**src/hdl/mdn_pkg.sv**
```systemverilog
// ----------------------------------------------------------------------------
// mdn_pkg
// Shared constants and types for the most-divisors lookup block.
// ----------------------------------------------------------------------------
`default_nettype none

package mdn_pkg;

  // Default number of table entries (numbers 0 .. TABLE_SIZE_DEF-1)
  localparam int unsigned TABLE_SIZE_DEF = 65536;

  // Field widths
  localparam int unsigned NUM_W = 16;
  localparam int unsigned CNT_W = 8;

  // Divisor counts saturate here
  localparam logic [CNT_W-1:0] CNT_MAX = '1;

  // Table builder status as seen by the query control
  typedef struct packed {
    logic busy;  // build in progress, builder owns the count read port
    logic done;  // last table write happens this cycle
  } bld_stat_t;

endpackage

`default_nettype wire

```
**src/hdl/mdn_build.sv**
```systemverilog
// ----------------------------------------------------------------------------
// mdn_build
// Table builder. Runs a divisor-count sieve as read-modify-write passes over
// the count RAM, then a prefix pass that turns counts into running maxima
// and writes the first holder of each maximum to the holder RAM.
// ----------------------------------------------------------------------------
`default_nettype none

module mdn_build #(
  parameter int unsigned TABLE_SIZE = mdn_pkg::TABLE_SIZE_DEF
) (
  input  wire logic                          clk,
  input  wire logic                          rst_n,
  input  wire logic                          start,
  output      mdn_pkg::bld_stat_t            stat,
  // count RAM
  output      logic                          cnt_re,
  output      logic [$clog2(TABLE_SIZE)-1:0] cnt_raddr,
  input  wire logic [mdn_pkg::CNT_W-1:0]     cnt_rdata,
  output      logic                          cnt_we,
  output      logic [$clog2(TABLE_SIZE)-1:0] cnt_waddr,
  output      logic [mdn_pkg::CNT_W-1:0]     cnt_wdata,
  // holder RAM (same write address as the count RAM)
  output      logic                          hold_we,
  output      logic [mdn_pkg::NUM_W-1:0]     hold_wdata
);

  localparam int unsigned AW = $clog2(TABLE_SIZE);
  localparam logic [AW:0]   SIZE_X   = (AW+1)'(TABLE_SIZE);
  localparam logic [AW-1:0] LAST_IDX = AW'(TABLE_SIZE - 1);

  typedef enum logic [3:0] {
    B_IDLE   = 4'b0001,
    B_SIEVE  = 4'b0010,
    B_PREFIX = 4'b0100,
    B_FLUSH  = 4'b1000
  } bstate_t;

  bstate_t state_r, state_nxt;

  // sieve step i and multiple j, one bit wider to catch the end of the table
  logic [AW:0]   i_r, i_nxt;
  logic [AW:0]   j_r, j_nxt;
  logic [AW-1:0] p_r, p_nxt;

  // read-data stage
  logic          b_vld_r;
  logic          b_first_r;
  logic          b_prefix_r;
  logic [AW-1:0] b_addr_r;

  // last count write, for forwarding into a same-address read
  logic                      wr_vld_r;
  logic [AW-1:0]             wr_addr_r;
  logic [mdn_pkg::CNT_W-1:0] wr_data_r;

  // running best of the prefix pass
  logic [mdn_pkg::CNT_W-1:0] best_cnt_r, best_cnt_nxt;
  logic [mdn_pkg::NUM_W-1:0] best_hold_r, best_hold_nxt;

  logic [AW:0]               j_sum;
  logic [AW:0]               i_inc;
  logic                      issue;
  logic [mdn_pkg::CNT_W-1:0] rd_cnt;
  logic                      keep_best;

  assign j_sum = j_r + i_r;
  assign i_inc = i_r + (AW+1)'(1);
  assign issue = (state_r == B_SIEVE) || (state_r == B_PREFIX);

  // issue control and address sequencing
  always_comb begin
    state_nxt = state_r;
    i_nxt     = i_r;
    j_nxt     = j_r;
    p_nxt     = p_r;
    case (state_r)
      B_IDLE: begin
        if (start) begin
          state_nxt = B_SIEVE;
          i_nxt     = (AW+1)'(1);
          j_nxt     = '0;
        end
      end
      B_SIEVE: begin
        if (j_sum >= SIZE_X) begin
          if (i_inc >= SIZE_X) begin
            state_nxt = B_PREFIX;
            p_nxt     = '0;
          end else begin
            i_nxt = i_inc;
            j_nxt = i_inc;
          end
        end else begin
          j_nxt = j_sum;
        end
      end
      B_PREFIX: begin
        if (p_r == LAST_IDX) begin
          state_nxt = B_FLUSH;
        end else begin
          p_nxt = p_r + AW'(1);
        end
      end
      B_FLUSH: begin
        state_nxt = B_IDLE;
      end
      default: begin
        state_nxt = B_IDLE;
      end
    endcase
  end

  assign cnt_re    = issue;
  assign cnt_raddr = (state_r == B_PREFIX) ? p_r : j_r[AW-1:0];

  // read data, with the previous cycle's write forwarded
  assign rd_cnt = (wr_vld_r && (wr_addr_r == b_addr_r)) ? wr_data_r : cnt_rdata;
  assign keep_best = (rd_cnt <= best_cnt_r);

  // modify and write back
  always_comb begin
    cnt_wdata     = rd_cnt;
    hold_wdata    = best_hold_r;
    hold_we       = 1'b0;
    best_cnt_nxt  = best_cnt_r;
    best_hold_nxt = best_hold_r;
    if (b_prefix_r) begin
      hold_we = b_vld_r;
      if (keep_best) begin
        cnt_wdata = best_cnt_r;
      end else begin
        hold_wdata = mdn_pkg::NUM_W'(b_addr_r);
        if (b_vld_r) begin
          best_cnt_nxt  = rd_cnt;
          best_hold_nxt = mdn_pkg::NUM_W'(b_addr_r);
        end
      end
    end else if (b_first_r) begin
      // first pass also clears: entry 0 has no divisors, the rest have 1
      cnt_wdata = (b_addr_r == '0) ? '0 : mdn_pkg::CNT_W'(1);
    end else if (rd_cnt != mdn_pkg::CNT_MAX) begin
      cnt_wdata = rd_cnt + mdn_pkg::CNT_W'(1);
    end
  end

  assign cnt_we    = b_vld_r;
  assign cnt_waddr = b_addr_r;

  // control registers
  always_ff @(posedge clk) begin
    if (!rst_n) begin
      state_r  <= B_IDLE;
      b_vld_r  <= 1'b0;
      wr_vld_r <= 1'b0;
    end else begin
      state_r  <= state_nxt;
      b_vld_r  <= issue;
      wr_vld_r <= b_vld_r;
    end
  end

  // counters and datapath
  always_ff @(posedge clk) begin
    i_r         <= i_nxt;
    j_r         <= j_nxt;
    p_r         <= p_nxt;
    b_first_r   <= (state_r == B_SIEVE) && (i_r == (AW+1)'(1));
    b_prefix_r  <= (state_r == B_PREFIX);
    b_addr_r    <= cnt_raddr;
    wr_addr_r   <= b_addr_r;
    wr_data_r   <= cnt_wdata;
    if (start && (state_r == B_IDLE)) begin
      best_cnt_r  <= '0;
      best_hold_r <= '0;
    end else begin
      best_cnt_r  <= best_cnt_nxt;
      best_hold_r <= best_hold_nxt;
    end
  end

  assign stat.busy = (state_r != B_IDLE);
  assign stat.done = (state_r == B_FLUSH);

  // every write-back follows a read issued in the cycle before
  a_wb_after_read: assert property (@(posedge clk) disable iff (!rst_n)
    cnt_we |-> $past(cnt_re))
    else $error("count write without a preceding read");

  // holder writes only come from the prefix pass, after the sieve is over
  a_hold_in_prefix: assert property (@(posedge clk) disable iff (!rst_n)
    hold_we |-> ($past(state_r) == B_PREFIX))
    else $error("holder write outside the prefix pass");

  // the flush cycle always carries the final prefix write
  a_flush_write: assert property (@(posedge clk) disable iff (!rst_n)
    (state_r == B_FLUSH) |-> (hold_we && (cnt_waddr == LAST_IDX)))
    else $error("flush cycle without the last table write");

endmodule

`default_nettype wire

```
**config.mk**
```make
export PLATFORM = sky130hd
export DESIGN_NAME = mdn_build
export DESIGN_NICKNAME = d
export VERILOG_FILES = /design/src/hdl/mdn_pkg.sv /design/src/hdl/mdn_build.sv
export SDC_FILE = /design/constraint.sdc
export NUM_CORES = 1
export LEC_CHECK = 0
export BUFFER_PORTS_ARGS = -buffer_cell sky130_fd_sc_hd__buf_2
export CORE_MARGIN = 2
export CORE_UTILIZATION = 53
export DETAILED_ROUTE_END_ITERATION = 8
export PLACE_DENSITY_LB_ADDON = 0.1
export SYNTH_ARGS = -nofsm -noshare
export SYNTH_HDL_FRONTEND = slang
export SYNTH_SLANG_ARGS = --single-unit
```
**constraint.sdc**
```tcl
create_clock -name clk -period 4.4 [get_ports clk]
set_clock_uncertainty 0.15 [all_clocks]
set_input_delay 0.66 -clock clk [delete_from_list [all_inputs] [get_ports clk]]
set_output_delay 0.66 -clock clk [all_outputs]
set_load 0.02 [all_outputs]
```
; ---- Yosys cells after proc, flatten, opt, wreduce, memory -nomap -nowiden
; Index checks and enable logic that the tools add are counted.
[totals]
out_inout_bits = 61
input_bits = 11
elab_cells = 75
regBits = 122
[op_classes]
bitwise = 1
add_sub_neg = 4
n_reduce_logical = 12
muxes = 26
order_cmp = 3
n_eq_ne = 16
[ops]
columns = op, count
row1 = two-way mux 16 bit, 6
row2 = two-way mux 17 bit, 5
row3 = case mux 17 bit (2 select lines), 2
row4 = two-way mux 8 bit, 5
row5 = "greater-or-equal comparator 17 bit, second input constant", 2
row6 = case mux 16 bit (2 select lines), 1
row7 = "adder 17 x 1 -> 17 bit, second input constant", 1
row8 = adder 17 bit, 1
row9 = "equality test 17 x 1 -> 1 bit, second input constant", 1
row10 = "adder 16 x 1 -> 16 bit, second input constant", 1
row11 = equality test 16 bit, 1
row12 = "equality test 16 bit, second input constant", 1
row13 = logical NOT 16 bit, 1
row14 = two-way mux 4 bit, 4
row15 = case mux 4 bit (3 select lines), 1
row16 = AND reduction 4 bit, 3
row17 = "adder 8 x 1 -> 8 bit, second input constant", 1
row18 = <= comparator 8 bit, 1
row19 = "!= test 2 bit, second input constant", 4
row20 = "!= test 8 bit, second input constant", 1
row21 = AND reduction 3 bit, 2
row22 = "equality test 4 x 1 -> 1 bit, second input constant", 1
row23 = "equality test 4 x 2 -> 1 bit, second input constant", 1
row24 = "equality test 4 x 3 -> 1 bit, second input constant", 1
row25 = other kinds (9), 14

; ---- Depth between registers and ports, before layout
[depth]
depth_word = 7
mapped_depth = 16
mapped_depth_nobuf = 14

; ---- Worst setup path before layout
; OpenSTA, ideal clock, no wires.
[synth_path]
path_kind = register to output
start = register b_addr_r[9] (netlist: cnt_waddr[9])
end = output port cnt_wdata[0] (netlist name)
t_arrival_ns = 3.829
required_ns = 3.590
setup_slack_ns = -0.239
n_path_buf = 2
stages_incl_launch_ff = 16
path_cell_list = dfxtp_1 -> xnor2_1 -> nand4_1 -> nor3_2 -> nand2_2 -> buf_6 -> mux2i_1 -> inv_1 -> ha_1 -> a21o_1 -> a21o_1 -> o21ai_0 -> a211o_1 -> clkbuf_1 -> o21ai_0 -> a211oi_1
[synth_via]
elab_chain_len = 7
elab_cells_between_ends = 12
cone_classes = add/sub: 1 / order compare: 1 / eq/ne: 2 / mux: 6 / reduce/logical: 2
[synth_rtl]
columns = item, line_no
row1 = "start, declared", mdn_build.sv:50  ; logic [AW-1:0] b_addr_r;
row2 = "start signal, assigned", mdn_build.sv:170  ; b_addr_r <= cnt_raddr;
row3 = equality test 16 bit (*), mdn_build.sv:118  ; assign rd_cnt = (wr_vld_r && (wr_addr_r == b_addr_r)) ? wr_data_r : cnt_rdata;
row4 = logical AND 1 bit (*), mdn_build.sv:118
row5 = two-way mux 8 bit (*), mdn_build.sv:118
row6 = "named net rd_cnt, one bit", mdn_build.sv:64  ; logic [mdn_pkg::CNT_W-1:0] rd_cnt;
row7 = "parallel branches: the longest is 3 deep, another holds <= comparator 8 bit", -
row8 = two-way mux 8 bit (*), mdn_build.sv:128  ; if (b_prefix_r) begin
row9 = "end, declared", mdn_build.sv:22  ; output logic [mdn_pkg::CNT_W-1:0] cnt_wdata,
; Mark *: on every way through the listed nets, which the timed path passes.

; ---- Final worst setup path
[layout_path]
start = register wr_addr_r[14]
end = output port cnt_wdata[5] (netlist name)
[layout_via]
elab_chain_len = 7
elab_cells_between_ends = 10
cone_classes = add/sub: 1 / order compare: 1 / eq/ne: 2 / mux: 5 / reduce/logical: 1
[layout_rtl]
columns = item, line_no
row1 = "start, declared", mdn_build.sv:54  ; logic [AW-1:0] wr_addr_r;
row2 = "start signal, assigned", mdn_build.sv:171  ; wr_addr_r <= b_addr_r;
row3 = equality test 16 bit (*), mdn_build.sv:118
row4 = logical AND 1 bit (*), mdn_build.sv:118
row5 = two-way mux 8 bit (*), mdn_build.sv:118
row6 = "named net rd_cnt, one bit", mdn_build.sv:64
row7 = adder 8 x 1 -> 8 bit or != test 8 bit (tied branches), "mdn_build.sv:143, mdn_build.sv:142"
row8 = two-way mux 8 bit, mdn_build.sv:142  ; end else if (rd_cnt != mdn_pkg::CNT_MAX) begin
row9 = two-way mux 8 bit, mdn_build.sv:139  ; end else if (b_first_r) begin
row10 = two-way mux 8 bit (*), mdn_build.sv:128
; Mark *: on every way through the listed nets, which the timed path passes. The rest lies on a longest branch.

==> out/metrics.yaml <==
synth:
  synth_nets: 713
  syn_area_sq_mm: 0.006518
  synthFlopType: "dfxtp_1"
  synth-edff-count: 50
  async_reset_ff_share_pct: 0
  syn_area_per_cell_sq_um: 9.684
  yosysTopAreaCell: "edfxtp_1"
  yosysTopAreaCellShare_pct: 23.04
  synth-seq-cells: 122
  synthMostInstantiatedCell: "nand2_1"
  yosys-top-cells-area: "edfxtp_1, dfxtp_1, nand2_1, ha_1, mux2_2"
  syn-instance-count: 673
  synth.distinct_cells: 59
  synth_common_cells: "nand2_1, dfxtp_1, nor2_1"
  ys.warnings.count: 0
  ys_seq_area_share_pct: 45.15
worst_setup_path:
  arrival_ns: 3.78
  r2r_start: "wr_addr_r[14]"
  crit_fanout: 6
  cp-end-kind: "output pin"
  required_ns: 3.59
  startpoint_type: "flop"
  r2r-end: "best_hold_r[9]"
  path_class: "flop to output pin"
  r2r_slack_ns: 0.26
  reg2reg_depth: 16
floorplan:
  fp.dieW_um: 114.9
  core-area_sq_mm: 0.01201
  die-area_sq_mm: 0.01320
  die_h_um: 114.9
  pin_count: 72
  fp-row-count: 40
  initial_utilization_pct: 54.26
worst_hold_path:
  whs_path_depth: 0
  min_path_type: "flop to flop"
  worstHoldEndpoint: "wr_addr_r[15]"
  worstHoldStart: "cnt_waddr[15]"
grt:
  grt_max_degree: 37
  antenna_found_initial: 0
  grt_pass1_vias: 5344
  grtUsageTotal_pct: 25.99
  overflow: 0
  grt_pass1_wl_um: 26590
clocking:
  root_buffer: "clkbuf_16"
  cts_buffers: 17
  htreeDepth: 4
  cts_hold_buf: 0
  max-clock-path-buffers: 2
  insertion_delay_ns: 0.42
  cts.clk_slew.worst_paths_ns: 0.06
  cts_num_sinks: 122
  cts_tree: "yes"
route:
  drtPass1Iterations: 5
  drt_iter0_drc: 438
  wl_per_cell_um: 17.84
  antenna_left: 0
  via_per_inst: 5.802
  routed_wl_um: 17100
  drc: 0
  vias: 5558
final_layout:
  stdcell_count: 958
  nets: 838
  final_area_sq_mm: 0.008262
  final_layout_size_suffix_gt1_share_pct: 28.98
  area_growth_pct: 26.76
  fillCellCount: 956
  postLayoutCoreUtil_pct: 68.78
  regArea_sq_mm: 0.002945
  multi_input_area_sq_mm: 0.003649
  diodes: 0
run_status:
  status: "finished, violations left"
  violations: "setup timing"
sta:
  maxSlewHeadroom_pct: 32.42
  grt_setup_unrepaired: "true"
  setup_viol: 23
  period_share_pct: 104.3
  setup_slack_ns: -0.1908
  fmax_mhz: 217.8
  timing.final.max_slew_violations: 0
  worst_pin_slew_ns: 1.014
  whs_ns: 0.2700
  hold_viol_final: 0
  finalCriticalPeriod_ns: 4.591
place:
  placed_area_sq_mm: 0.007208
  dp.final_hpwl_um: 11860
  gp_congestion: 0.9293
  dpl_worst_slack_ns: 0.04773
  port_buffers: 71
  place_inst: 900
run:
  drv_cap: 0
power:
  p_leak_uw: 0.003446
  power.density_mw_per_mm2: 408.1
  ir_drop_mv: 0.3543
-- worst max-delay path by stage --
stage | from | end | slack (ns)
CTS | wr_addr_r[14] | cnt_wdata[1] | -0.03
detailed placement | cnt_waddr[11] | cnt_wdata[7] | 0.05
floorplan | cnt_waddr[9] | cnt_wdata[5] | 0.08
global route | cnt_waddr[11] | cnt_wdata[5] | -0.32
finish | wr_addr_r[14] | cnt_wdata[5] | -0.19
global placement | cnt_waddr[11] | hold_wdata[4] | 0.21
-- registers in the layout (all words and copies together) (netlist names), 4 cells and up --
| signal | flops |
|---|---|
| best_cnt_r | 8 |
| i_r | 17 |
| wr_addr_r | 16 |
| p_r | 16 |
| wr_data_r | 8 |
| best_hold_r | 16 |
| cnt_waddr | 16 |
| j_r | 17 |
| state_r | 4 |
-- cells by family after synthesis --
kind of cell,after synthesis,share of synthesized area (%)
fa+ha+maj,29,5.683
simple gates,267,19.56
mux,37,6.220
compound gates,120,12.77
xor+xnor,58,7.909
buf+inv,40,2.707
flops,122,45.15
-- layout make-up --
class,count,share of cell area [%]
multi-input combinational,512,44.16
sequential,122,35.65
timing repair buffer,126,10.15
clock buffer,22,5.997
tap,147,2.226
clock inverter,10,0.9541
inverter,19,0.8632
-- cells in the final DEF, fill, tap and decap left out, drive strengths merged, types with 10 or more instances in the layout --
cell type,instances
buf,126
nand2,105
dfxtp,72
nor2,59
edfxtp,50
a21oi,39
xor2,31
ha,28
xnor2,27
mux2,25
nand3,24
inv,23
clkbuf,22
and3,20
o21ai,19
a211oi,13
a2bb2oi,12
mux2i,12
nand4,10
-- where the power goes --
group	leakage (uW)	switching [uW]	internal, uW
combinational	0.00209	402	283
clock	0.000284	528	807
sequential	0.00107	77.2	1270
total	0.00345	1010	2360
-- worst max-delay path: stages, from the launching register on --
cell and delay, ns:
dfxtp_1 0.33, xnor2_2 0.23, nand4_1 0.18, or4_4 0.59, o21ai_2 0.17, nand2_1 0.12
ha_1 0.21, a21o_1 0.16, a21o_1 0.20, o21ai_2 0.24, a211o_4 0.19, a21oi_1 0.07
a311oi_1 0.24, a21bo_2 0.27, buf_4 0.15
-- what timing repair did --
item	in CTS	in global routing
pin swaps	12	14
setup endpoints to repair	24	24
resized for setup	25	38
gates cloned	1	0
setup buffers	16	9
-- per-stage QoR --
stage               setup TNS [ns]  power (uW)
floorplan                        0        1797
global placement                 0        1985
detailed placement               0        2003
CTS                        -0.4161        3355
global route                -5.462        3504
finish                      -2.451        3371
-- layer usage --
metal | global-route usage, % | vias to the layer above | share of wire [%]
li1 | - | 2660 | -
met1 | 33.11 | 2679 | 43
met2 | 43.65 | 186 | 50
met3 | 5.324 | 33 | 5.1
met4 | 9.960 | 0 | 2.3
met5 | 0 | - | 0
No activity file was read; power rests on OpenSTA's default activity.
